$ cat src/design/rbd_pkg.sv
// Shared constants and types of the run-length bitmap decoder.
`default_nettype none
package rbd_pkg;

  localparam int unsigned LenBits   = 24;
  localparam int unsigned DataW     = 32;
  localparam int unsigned AddrW     = 3;
  localparam int unsigned FifoDepth = 2;
  localparam int unsigned PtrW      = $clog2(FifoDepth);
  localparam int unsigned CntW      = $clog2(FifoDepth + 1);

  localparam logic [7:0] CtrlSplit = 8'd128;

  localparam logic [1:0] ModeRepeat = 2'd1;
  localparam logic [1:0] ModeZero   = 2'd2;

  localparam logic RegMode   = 1'b0;
  localparam logic RegMaxLen = 1'b1;

  // One classified byte handed from the parser to the output stage.
  typedef struct packed {
    logic       start;
    logic       emit;
    logic [7:0] value;
    logic [6:0] want;
  } rbd_evt_t;

endpackage
`default_nettype wire

$ cat src/design/rbd_if.sv
// Valid/ready channel interfaces for compressed bytes and decoded tokens.
`default_nettype none
interface rbd_in_if;
  logic       valid;
  logic       ready;
  logic [7:0] in_byte;
  logic       block_start;

  modport source (output valid, in_byte, block_start, input ready);
  modport sink   (input valid, in_byte, block_start, output ready);
endinterface

interface rbd_out_if;
  logic       valid;
  logic       ready;
  logic [7:0] out_value;
  logic [6:0] run_count;
  logic       last;

  modport source (output valid, out_value, run_count, last, input ready);
  modport sink   (input valid, out_value, run_count, last, output ready);
endinterface
`default_nettype wire

$ cat src/design/rle_bitmap_decoder_unit.sv
// Top level of the run-length bitmap decoder with its register port.
//
// Usage: compressed bytes enter on in_i (valid/ready, with block_start on the
// first word of each block) and decoded runs leave on out_o as
// (out_value, run_count, last) tokens. mode and max_length are written over
// the APB port at byte addresses 0 and 4 while the decoder is idle.
// Throughput: one input word per cycle while the queue is not full. The
// parser classifies each word in the cycle it is accepted and writes it to a
// two-entry queue; the token stage clamps the run against the remaining length
// and loads the output register. Path: an accepted word is written to the
// queue, and its token is then loaded into the output register and presented.
// Stall: when out_o.ready is low the output register holds its token, the
// queue fills, and in_i.ready drops once the queue holds two words.
// Reset: mode and max_length clear to zero, the queue empties and the decoder
// starts as if a block had just begun; with max_length of zero nothing is produced.
`default_nettype none
module rle_bitmap_decoder_unit import rbd_pkg::*; (
  input  wire logic             clk_i,
  input  wire logic             rst_ni,
  input  wire logic             psel,
  input  wire logic             penable,
  input  wire logic             pwrite,
  input  wire logic [AddrW-1:0] paddr,
  input  wire logic [DataW-1:0] pwdata,
  output logic      [DataW-1:0] prdata,
  output logic                  pready,
  rbd_in_if.sink                in_i,
  rbd_out_if.source             out_o
);

  logic [1:0]         mode_q;
  logic [LenBits-1:0] max_length_q;
  logic               wr_en;
  rbd_evt_t           push_evt, pop_evt;
  logic               push_valid, push_ready, pop_valid, pop_ready;

  assign pready = 1'b1;
  assign wr_en  = psel && penable && pwrite;
  assign prdata = (paddr[2] == RegMaxLen) ? {{(DataW - LenBits){1'b0}}, max_length_q}
                                          : {{(DataW - 2){1'b0}}, mode_q};

  always_ff @(posedge clk_i or negedge rst_ni) begin
    if (!rst_ni) begin
      mode_q       <= '0;
      max_length_q <= '0;
    end else if (wr_en) begin
      if (paddr[2] == RegMode) begin
        mode_q <= pwdata[1:0];
      end else begin
        max_length_q <= pwdata[LenBits-1:0];
      end
    end
  end

  rbd_front u_front (
    .clk_i       (clk_i),
    .rst_ni      (rst_ni),
    .mode_i      (mode_q),
    .in_i        (in_i),
    .evt_o       (push_evt),
    .evt_valid_o (push_valid),
    .evt_ready_i (push_ready)
  );

  rbd_fifo u_fifo (
    .clk_i   (clk_i),
    .rst_ni  (rst_ni),
    .push_i  (push_valid),
    .data_i  (push_evt),
    .ready_o (push_ready),
    .pop_i   (pop_ready),
    .data_o  (pop_evt),
    .valid_o (pop_valid)
  );

  rbd_back u_back (
    .clk_i        (clk_i),
    .rst_ni       (rst_ni),
    .max_length_i (max_length_q),
    .evt_i        (pop_evt),
    .evt_valid_i  (pop_valid),
    .evt_ready_o  (pop_ready),
    .out_o        (out_o)
  );

endmodule
`default_nettype wire

$ cat src/design/rbd_fifo.sv
// Short event queue between the byte parser and the token stage.
`default_nettype none
module rbd_fifo import rbd_pkg::*; (
  input  wire logic     clk_i,
  input  wire logic     rst_ni,
  input  wire logic     push_i,
  input  rbd_evt_t      data_i,
  output logic          ready_o,
  input  wire logic     pop_i,
  output rbd_evt_t      data_o,
  output logic          valid_o
);

  rbd_evt_t            mem_q [FifoDepth];
  logic [PtrW-1:0]     wr_q, wr_d, rd_q, rd_d;
  logic [CntW-1:0]     cnt_q, cnt_d;
  logic                do_push, do_pop;

  assign ready_o = (cnt_q != CntW'(FifoDepth));
  assign valid_o = (cnt_q != '0);
  assign data_o  = mem_q[rd_q];
  assign do_push = push_i && ready_o;
  assign do_pop  = pop_i && valid_o;

  always_comb begin
    wr_d  = wr_q;
    rd_d  = rd_q;
    cnt_d = cnt_q;
    if (do_push) begin
      wr_d = (wr_q == PtrW'(FifoDepth - 1)) ? '0 : wr_q + 1'b1;
    end
    if (do_pop) begin
      rd_d = (rd_q == PtrW'(FifoDepth - 1)) ? '0 : rd_q + 1'b1;
    end
    if (do_push && !do_pop) begin
      cnt_d = cnt_q + 1'b1;
    end else if (do_pop && !do_push) begin
      cnt_d = cnt_q - 1'b1;
    end
  end

  always_ff @(posedge clk_i or negedge rst_ni) begin
    if (!rst_ni) begin
      wr_q  <= '0;
      rd_q  <= '0;
      cnt_q <= '0;
    end else begin
      wr_q  <= wr_d;
      rd_q  <= rd_d;
      cnt_q <= cnt_d;
    end
  end

  always_ff @(posedge clk_i) begin
    if (do_push) begin
      mem_q[wr_q] <= data_i;
    end
  end

endmodule
`default_nettype wire

$ cat src/design/rbd_front.sv
// Byte parser: tracks control, literal and value phases and classifies each word.
`default_nettype none
module rbd_front import rbd_pkg::*; (
  input  wire logic       clk_i,
  input  wire logic       rst_ni,
  input  wire logic [1:0] mode_i,
  rbd_in_if.sink          in_i,
  output rbd_evt_t        evt_o,
  output logic            evt_valid_o,
  input  wire logic       evt_ready_i
);

  localparam logic [1:0] PhControl = 2'd0;
  localparam logic [1:0] PhLiteral = 2'd1;
  localparam logic [1:0] PhValue   = 2'd2;

  logic [1:0] phase_q, phase_d, ph;
  logic [7:0] lit_q, lit_d, lit;
  logic [6:0] pend_q, pend_d, pend;
  logic       accept;
  logic [7:0] b;

  assign in_i.ready  = evt_ready_i;
  assign evt_valid_o = in_i.valid;
  assign accept      = in_i.valid && evt_ready_i;
  assign b           = in_i.in_byte;

  always_comb begin
    // a block start clears the parser before the word is used
    ph   = in_i.block_start ? PhControl : phase_q;
    lit  = in_i.block_start ? 8'd0 : lit_q;
    pend = in_i.block_start ? 7'd0 : pend_q;

    phase_d     = ph;
    lit_d       = lit;
    pend_d      = pend;
    evt_o.start = in_i.block_start;
    evt_o.emit  = 1'b0;
    evt_o.value = b;
    evt_o.want  = 7'd1;

    if (mode_i != ModeRepeat && mode_i != ModeZero) begin
      evt_o.emit = 1'b1;
    end else begin
      unique case (ph)
        PhLiteral: begin
          lit_d = (lit == 8'd0) ? 8'd0 : lit - 8'd1;
          if (lit_d == 8'd0) begin
            phase_d = PhControl;
          end
          evt_o.emit = 1'b1;
        end
        PhValue: begin
          evt_o.emit = 1'b1;
          evt_o.want = pend;
          pend_d     = 7'd0;
          phase_d    = PhControl;
        end
        default: begin
          if (b <= CtrlSplit) begin
            lit_d   = b;
            phase_d = (b == 8'd0) ? PhControl : PhLiteral;
          end else if (mode_i == ModeZero) begin
            evt_o.emit  = 1'b1;
            evt_o.value = 8'd0;
            evt_o.want  = b[6:0];
          end else begin
            pend_d  = b[6:0];
            phase_d = PhValue;
          end
        end
      endcase
    end
  end

  always_ff @(posedge clk_i or negedge rst_ni) begin
    if (!rst_ni) begin
      phase_q <= PhControl;
      lit_q   <= '0;
      pend_q  <= '0;
    end else if (accept) begin
      phase_q <= phase_d;
      lit_q   <= lit_d;
      pend_q  <= pend_d;
    end
  end

endmodule
`default_nettype wire

$ cat src/design/rbd_back.sv
// Token stage: clamps runs to the block length, flags the last token, drives the output.
`default_nettype none
module rbd_back import rbd_pkg::*; (
  input  wire logic               clk_i,
  input  wire logic               rst_ni,
  input  wire logic [LenBits-1:0] max_length_i,
  input  rbd_evt_t                evt_i,
  input  wire logic               evt_valid_i,
  output logic                    evt_ready_o,
  rbd_out_if.source               out_o
);

  logic [LenBits-1:0] produced_q, produced_d, prod, left, new_prod;
  logic               finished_q, finished_d, fin;
  logic               out_valid_q, out_valid_d;
  logic [7:0]         value_q;
  logic [6:0]         count_q, cnt;
  logic               last_q, last_d, load;

  assign evt_ready_o     = !out_valid_q || out_o.ready;
  assign out_o.valid     = out_valid_q;
  assign out_o.out_value = value_q;
  assign out_o.run_count = count_q;
  assign out_o.last      = last_q;

  always_comb begin
    prod       = evt_i.start ? '0 : produced_q;
    fin        = evt_i.start ? 1'b0 : finished_q;
    left       = max_length_i - prod;
    cnt        = (left < LenBits'(evt_i.want)) ? left[6:0] : evt_i.want;
    new_prod   = prod + LenBits'(cnt);
    last_d     = (new_prod == max_length_i);
    produced_d = prod;
    finished_d = fin;
    load       = 1'b0;
    if (fin || prod >= max_length_i) begin
      // length reached: drop words until the next block start
      finished_d = 1'b1;
    end else if (evt_i.emit) begin
      load       = 1'b1;
      produced_d = new_prod;
      finished_d = last_d;
    end
  end

  always_comb begin
    out_valid_d = out_valid_q;
    if (evt_valid_i && evt_ready_o && load) begin
      out_valid_d = 1'b1;
    end else if (out_o.ready) begin
      out_valid_d = 1'b0;
    end
  end

  always_ff @(posedge clk_i or negedge rst_ni) begin
    if (!rst_ni) begin
      produced_q  <= '0;
      finished_q  <= 1'b0;
      out_valid_q <= 1'b0;
    end else begin
      out_valid_q <= out_valid_d;
      if (evt_valid_i && evt_ready_o) begin
        produced_q <= produced_d;
        finished_q <= finished_d;
      end
    end
  end

  always_ff @(posedge clk_i) begin
    if (evt_valid_i && evt_ready_o && load) begin
      value_q <= evt_i.value;
      count_q <= cnt;
      last_q  <= last_d;
    end
  end

endmodule
`default_nettype wire
$ cat src/flat_wrapper.sv
// flat-port wrapper written by rule: the top's interface ports become plain ports
module rle_bitmap_decoder_unit_flat import rbd_pkg::*;
  (clk_i, rst_ni, psel, penable, pwrite, paddr, pwdata, prdata, pready, in_i_valid, in_i_in_byte, in_i_block_start, in_i_ready, out_o_valid, out_o_out_value, out_o_run_count, out_o_last, out_o_ready);
  rbd_in_if in_i_i ();
  rbd_out_if out_o_i ();
  input  wire logic clk_i;
  input  wire logic rst_ni;
  input  wire logic psel;
  input  wire logic penable;
  input  wire logic pwrite;
  input  wire logic [AddrW-1:0] paddr;
  input  wire logic [DataW-1:0] pwdata;
  output logic      [DataW-1:0] prdata;
  output logic pready;
  input wire logic [$bits(in_i_i.valid)-1:0] in_i_valid;
  input wire logic [$bits(in_i_i.in_byte)-1:0] in_i_in_byte;
  input wire logic [$bits(in_i_i.block_start)-1:0] in_i_block_start;
  output wire logic [$bits(in_i_i.ready)-1:0] in_i_ready;
  output wire logic [$bits(out_o_i.valid)-1:0] out_o_valid;
  output wire logic [$bits(out_o_i.out_value)-1:0] out_o_out_value;
  output wire logic [$bits(out_o_i.run_count)-1:0] out_o_run_count;
  output wire logic [$bits(out_o_i.last)-1:0] out_o_last;
  input wire logic [$bits(out_o_i.ready)-1:0] out_o_ready;
  assign in_i_i.valid = in_i_valid;
  assign in_i_i.in_byte = in_i_in_byte;
  assign in_i_i.block_start = in_i_block_start;
  assign in_i_ready = in_i_i.ready;
  assign out_o_valid = out_o_i.valid;
  assign out_o_out_value = out_o_i.out_value;
  assign out_o_run_count = out_o_i.run_count;
  assign out_o_last = out_o_i.last;
  assign out_o_i.ready = out_o_ready;
  rle_bitmap_decoder_unit u_core (.clk_i(clk_i), .rst_ni(rst_ni), .psel(psel), .penable(penable), .pwrite(pwrite), .paddr(paddr), .pwdata(pwdata), .prdata(prdata), .pready(pready), .in_i(in_i_i), .out_o(out_o_i));
endmodule
$ cat config.mk
export PLATFORM = sky130hd
export DESIGN_NAME = rle_bitmap_decoder_unit_flat
export DESIGN_NICKNAME = d
export VERILOG_FILES = /design/src/design/rbd_pkg.sv /design/src/design/rbd_if.sv /design/src/design/rle_bitmap_decoder_unit.sv /design/src/design/rbd_fifo.sv /design/src/design/rbd_front.sv /design/src/design/rbd_back.sv /design/src/flat_wrapper.sv
export SDC_FILE = /design/constraint.sdc
export NUM_CORES = 1
export LEC_CHECK = 0
export BUFFER_PORTS_ARGS = -buffer_cell sky130_fd_sc_hd__buf_4
export CAP_MARGIN = 20
export CORE_MARGIN = 3
export CORE_UTILIZATION = 40
export DETAILED_ROUTE_END_ITERATION = 7
export PLACE_DENSITY_LB_ADDON = 0.12
export SETUP_SLACK_MARGIN = 0.15
export SYNTH_ARGS = -nofsm -noshare
export SYNTH_HDL_FRONTEND = slang
export SYNTH_SLANG_ARGS = --single-unit
export TNS_END_PERCENT = 20
$ cat constraint.sdc
create_clock -name clk_i -period 21.8 [get_ports clk_i]
set_clock_uncertainty 0.1 [all_clocks]
set_input_delay 0 -clock clk_i [delete_from_list [all_inputs] [get_ports clk_i]]
set_output_delay 0 -clock clk_i [all_outputs]
set_load 0.005 [all_outputs]
# Word level (Yosys, flattened, before mapping)
# Memories as Yosys holds them, arrays and structs flattened.
# Cells that the tools add are included.
# classes
add_sub_neg	7
magnitude_cmp	3
eq_ne	7
n_mux	42
n_bitwise	1
reduce_logical	22
# op_table
op	n
$mux 24	4
$mux 8	5
$mux 7	5
$mux 16	2
$pmux 7 s2	2
$add 24x7->24	1
$eq 24x24->1	1
$ge 24x24->1	1
$logic_not 8->1	3
$lt 24x7->1	1
$sub 24x24->24	1
$pmux 8 s2	1
$mux 15	1
$mux 1	14
$mux 2	7
$le 8x8->1 const B	1
$logic_and 1x1->1	8
$sub 8x1->8 const B	1
$reduce_bool 2->1	3
$eq 2x2->1 const B	2
$ne 2x2->1 const B	2
$pmux 2 s2	1
$reduce_and 2->1	2
$logic_not 1->1	3
8 further kinds	10
# totals
register_bits	89
mem_bits_rw	34
input_bits	51
n_memories	1
# mem_list
memory	depth	width	rd	rd_ports_with_merged_regs	write_ports	line	rtl
u_core.u_fifo.mem_q	2	17	1	0	1	rbd_fifo.sv:14	rbd_evt_t mem_q [FifoDepth];

# Longest topological paths before layout
# An unclocked memory read counts as a cell.
# depth
ltp_word	9
mapped_depth	36
mapped_depth_nobuf	30

# Hierarchy
# From an unflattened synthesis, not the netlist that was laid out.
# hier_totals
hier_cells	927
hier_area_um2	9092.5
# by_module_without_submodules
module	n_inst	cells_each	area_per_inst_um2
rbd_back	1	560	4662.0
rbd_front	1	202	1635.3
rbd_fifo	1	71	1473.9
rle_bitmap_decoder_unit	1	94	1321.3

# Least setup slack after synthesis
# OpenSTA, ideal clock, no wires.
# synth_path
path_type	reg-to-reg
startpoint	reg u_core.u_fifo.rd_q
endpoint	reg u_core.u_back.finished_q
setup_time_ps	65
t_arrival_ps	7129
required_time_ps	21635
path_slack_ps	14506
stages_incl_launch_ff	37
path_buffers	6
synth_period_minus_slack_ps	7294
cell_sequence	dfrtp_1 -> buf_6 -> mux2i_4 -> buf_4 -> buf_2 -> buf_2 -> clkbuf_1 -> nand2_1 -> ha_1 -> nand2b_1 -> nand2b_1 -> a21o_1 -> xnor2_1 -> inv_1 -> ha_1 -> a21o_1 -> a21oi_1 -> o21ai_0 -> a311oi_1 -> nand4_1 -> nor4_1 -> nand4_1 -> nor4b_1 -> buf_2 -> mux2i_1 -> ha_1 -> inv_1 -> fa_1 -> and3b_1 -> o2111ai_1 -> a21oi_2 -> o311ai_0 -> a2111oi_0 -> o2111a_1 -> nand4_1 -> o211ai_2 -> o21a_1
# synth_via
elab_chain_len	9
elab_cells_between_ends	12
# synth_lines
item	line	rtl
start: declaration	rbd_fifo.sv:15	logic [PtrW-1:0] wr_q, wr_d, rd_q, rd_d;
start signal: assignment	rbd_fifo.sv:49	rd_q <= rd_d;
$mem_v2 2x17 (*)	-	
$mux 24	rbd_back.sv:27	prod = evt_i.start ? '0 : produced_q;
$sub 24x24->24	rbd_back.sv:29	left = max_length_i - prod;
$lt 24x7->1	rbd_back.sv:30	cnt = (left < LenBits'(evt_i.want)) ? left[6:0] : evt_i.want;
$mux 7 (*)	rbd_back.sv:30	
via u_core.u_back.cnt[0]	rbd_back.sv:17	logic [6:0] count_q, cnt;
$add 24x7->24 (*)	rbd_back.sv:31	new_prod = prod + LenBits'(cnt);
$eq 24x24->1 (*)	rbd_back.sv:32	last_d = (new_prod == max_length_i);
$mux 1 (*)	rbd_back.sv:39	end else if (evt_i.emit) begin
$mux 1 (*)	rbd_back.sv:36	if (fin || prod >= max_length_i) begin
end signal: assignment	rbd_back.sv:64	finished_q <= finished_d;
end: declaration	rbd_back.sv:14	logic finished_q, finished_d, fin;
# Mark *: on every way through the listed nets, which the timed path passes. The rest lies on a longest branch.
# A chain may end at the register's enable or synchronous reset.

# Final worst setup path
# Ends and elaborated chain as after synthesis.

==> flow_metrics.py <==
metrics = {
    "detailed_routing": {
        "first_iter_violations": 455,
        "routed_wirelength_um": 23100,
        "wire_per_inst_um": 17.7,
        "remaining_drc_errors": 0,
        "vias": 7199,
        "route.detailed.vias_per_inst": 5.51,
        "drtPass1Iterations": 5,
        "detail-route-antenna-nets": 0,
    },
    "hold_path": {
        "min_path_type": "input pin to register",
        "hold_path.startpoint": "in_i_valid",
        "hold_depth": 4,
        "whs_endpoint": "u_core.u_front.phase_q[0]",
    },
    "setup_path": {
        "cp_slowest_stage_delay_ns": 0.99,
        "ff2ff_path_depth": 32,
        "timing.critical_path.required_ns": 22.06,
        "worst-setup-path-type": "register to register",
        "r2r-start": "u_core.u_fifo.rd_q",
        "r2r_setup_slack_ns": 12.96,
        "startpoint_type": "register",
        "critical_path_arrival_ns": 9.10,
        "critical_path.reg2reg.endpoint": "u_core.u_back.finished_q",
        "cp_slowest_cell": "sky130_fd_sc_hd__dfrtp_1",
        "critPathMaxFanout": 45,
        "cp-end-kind": "register",
    },
    "placement": {
        "post_dp_cell_area_sq_mm": 0.00937,
        "port-buffer-count": 82,
        "hpwlAfterDp_um": 16900,
        "detailedPlace.worstSlack_ns": 12.90,
        "gp_congestion": 0.844,
    },
    "synth": {
        "biggest_area_contributors_in_the_synthesized_netlist": "sky130_fd_sc_hd__dfrtp_1, sky130_fd_sc_hd__edfxtp_1, sky130_fd_sc_hd__ha_1, sky130_fd_sc_hd__mux2_2, sky130_fd_sc_hd__o21ai_0",
        "synth_top_area_frac": 0.213,
        "postSynth.asyncResetShare": 0.593,
        "syn_inst": 917,
        "ys_ff_latch": 123,
        "number_of_flops_mapped_to_enable_cells_by_yosys": 50,
        "synth_commonest_cells": "sky130_fd_sc_hd__nand2_1, sky130_fd_sc_hd__dfrtp_1, sky130_fd_sc_hd__o21ai_0",
        "post-synth-top-count-cell": "sky130_fd_sc_hd__nand2_1",
        "synth_largest_area_cell": "sky130_fd_sc_hd__dfrtp_1",
        "post_synth_num_cell_types": 77,
        "yosys_warnings": 0,
        "postSynth.topFlopCell": "sky130_fd_sc_hd__dfrtp_1",
        "synth.cell_area_sq_mm": 0.00859,
        "sequential_cell_area_fraction_in_the_yosys_report": 0.388,
        "synth_area_per_cell_sq_um": 9.37,
    },
    "cells_and_area": {
        "final_nets": 1122,
        "multiInputGateArea_sq_mm": 0.00493,
        "area.growth.synth_to_final_pct": 21.2,
        "antenna-diode-count": 0,
        "nFillCells": 1976,
        "area_of_all_sequential_standard_cells_sq_mm": 0.00333,
        "drive_above_1_share": 0.164,
        "final_design_area_no_fill_sq_mm": 0.0104,
        "fin_util": 0.503,
    },
    "sta": {
        "final_period_minus_worst_setup_slack_ns": 8.84,
        "timing.final.max_slew_violations": 0,
        "max-slew-margin-rel": 0.342,
        "finalHoldViolations": 0,
        "setup-tns-final_ns": 0,
        "achievable-frequency_ghz": 0.113,
        "setup_viol": 0,
        "min_period_over_period": 0.405,
        "worst_pin_slew_ns": 0.987,
        "postLayoutSetupSlackWorst_ns": 12.96,
        "rsz0062_at_grt": "false",
    },
    "grt": {
        "track_usage": 0.197,
        "grt_pass1_vias": 7013,
        "grt_overflow": 0,
        "number_of_antenna_violations_at_the_first_check_in_global_routing": 0,
        "largest_net_degree_at_the_start_of_global_routing": 74,
        "first_pass_grt_wire_length_um": 37300,
    },
    "clock_tree": {
        "cts.clk_slew.worst_paths_ns": 0.06,
        "cts_setup_buffers": 0,
        "ctsRootBufferMaster": "sky130_fd_sc_hd__clkbuf_16",
        "cts_inserted_buffers": 17,
        "clock_sink_count": 123,
        "cts_tree": "done",
        "cts_buffer_depth": 2,
        "clock_latency_ns": 0.43,
        "cts_htree_levels": 4,
    },
    "floorplanning": {
        "fp.dieArea_sq_mm": 0.0233,
        "rows": 52,
        "die_w_um": 153,
        "initial_core_util": 0.415,
        "ios": 102,
        "die-height_um": 153,
        "core_region_area_sq_mm": 0.0207,
    },
    "run": {
        "drv.max_cap_violation_count": 0,
    },
    "pwr": {
        "irDropWorstVdd_v": 0.0000591,
        "power_density_mw_per_mm2": 118,
        "power_leakage_nw": 4.35,
    },
    "run_status": {
        "outcome": "completed",
    },
}
==> worst max-delay path: cells and delay by family (launching register included) <==
| kind | cells | cell delay [ns] |
|---|---|---|
| flip-flops | 1 | 0.99 |
| XOR/XNOR | 1 | 0.17 |
| buffers and inverters | 4 | 0.82 |
| multiplexers | 2 | 0.64 |
| AND/OR/NAND/NOR | 9 | 1.71 |
| adder cells (fa/ha/maj) | 4 | 1.27 |
| AO/OA/AOI/OAI | 12 | 3.05 |
==> cells by family after synthesis <==
family,count (synthesis),share of synthesized area
compound gates,240,0.178
xor+xnor,58,0.0624
fa+ha+maj,47,0.0702
buf+inv,84,0.0428
flops,123,0.388
mux,62,0.0791
other cells,2,0.000874
simple gates,301,0.179
==> through the flow <==
stage	instances	hold WS [ns]	total power, mW
2_1_floorplan	924	-0.396	0.776
3_3_place_gp	1232	0.132	0.931
3_5_place_dp	1232	0.137	0.934
4_1_cts	1305	0.0961	1.23
5_1_grt	1307	0.164	1.32
6_report	1307	0.116	1.23
==> state kept, by name, indices dropped and copies added (netlist names), 7 cells and up <==
name / cells
u_core.u_front.pend_q: 7
u_core.max_length_q: 24
u_core.u_front.lit_q: 8
u_core.u_back.out_o.run_count: 7
u_core.u_back.produced_q: 24
u_core.u_back.out_o.out_value: 8
u_core.u_fifo.mem_q: 34
==> per-layer routing <==
| metal | global-route usage | routed length (um) | vias up |
|---|---|---|---|
| met5 | 0 | 0 | - |
| met4 | 0.0424 | 259 | 0 |
| met3 | 0.0375 | 1130 | 26 |
| met2 | 0.316 | 10600 | 211 |
| met1 | 0.281 | 11100 | 3429 |
| li1 | - | - | 3533 |
==> cell type report <==
cell class,count,share of cell area
clock inverters,14,0.0154
well taps,270,0.0325
clock buffers,18,0.0412
inverters,37,0.0133
flip-flops and latches,123,0.320
repair buffers,128,0.104
multi-input cells,717,0.474
==> placed cells by master (no fill, tap or decap), types with 21 or more instances in the layout <==
master	count
sky130_fd_sc_hd__a21oi_1	60
sky130_fd_sc_hd__nand2_1	89
sky130_fd_sc_hd__xnor2_1	29
sky130_fd_sc_hd__dlygate4sd3_1	42
sky130_fd_sc_hd__nor2_1	45
sky130_fd_sc_hd__xor2_1	27
sky130_fd_sc_hd__mux2_2	36
sky130_fd_sc_hd__inv_1	37
sky130_fd_sc_hd__ha_1	45
sky130_fd_sc_hd__nand3_1	21
sky130_fd_sc_hd__dfrtp_1	73
sky130_fd_sc_hd__edfxtp_1	50
sky130_fd_sc_hd__and2_1	33
sky130_fd_sc_hd__buf_4	85
sky130_fd_sc_hd__mux2i_1	24
sky130_fd_sc_hd__o21ai_0	69
==> worst max path at each step <==
stage | start | endpoint | slack [ns]
after floorplan | u_core.u_fifo.rd_q | u_core.u_back.finished_q | 14.51
after global placement | u_core.u_fifo.rd_q | u_core.u_back.finished_q | 13.01
after detailed placement | u_core.u_fifo.rd_q | u_core.u_back.finished_q | 12.90
after CTS | u_core.u_fifo.rd_q | u_core.u_back.finished_q | 12.93
after global routing | u_core.u_fifo.rd_q | u_core.u_back.finished_q | 12.28
final | u_core.u_fifo.rd_q | u_core.u_back.finished_q | 12.96
==> power by group <==
part	switching [mW]	leakage, nW	total (mW)	internal (mW)
clock network	0.115	0.286	0.285	0.171
logic	0.331	2.66	0.572	0.241
registers	0.0526	1.40	0.369	0.316
==> timing repair <==
| action | in CTS | in global routing |
|---|---|---|
| gates resized for setup | 0 | 0 |
| endpoints found under the hold margin | 144 | 17 |
| hold buffers | 41 | 1 |
(Power assumes the default switching activity.)
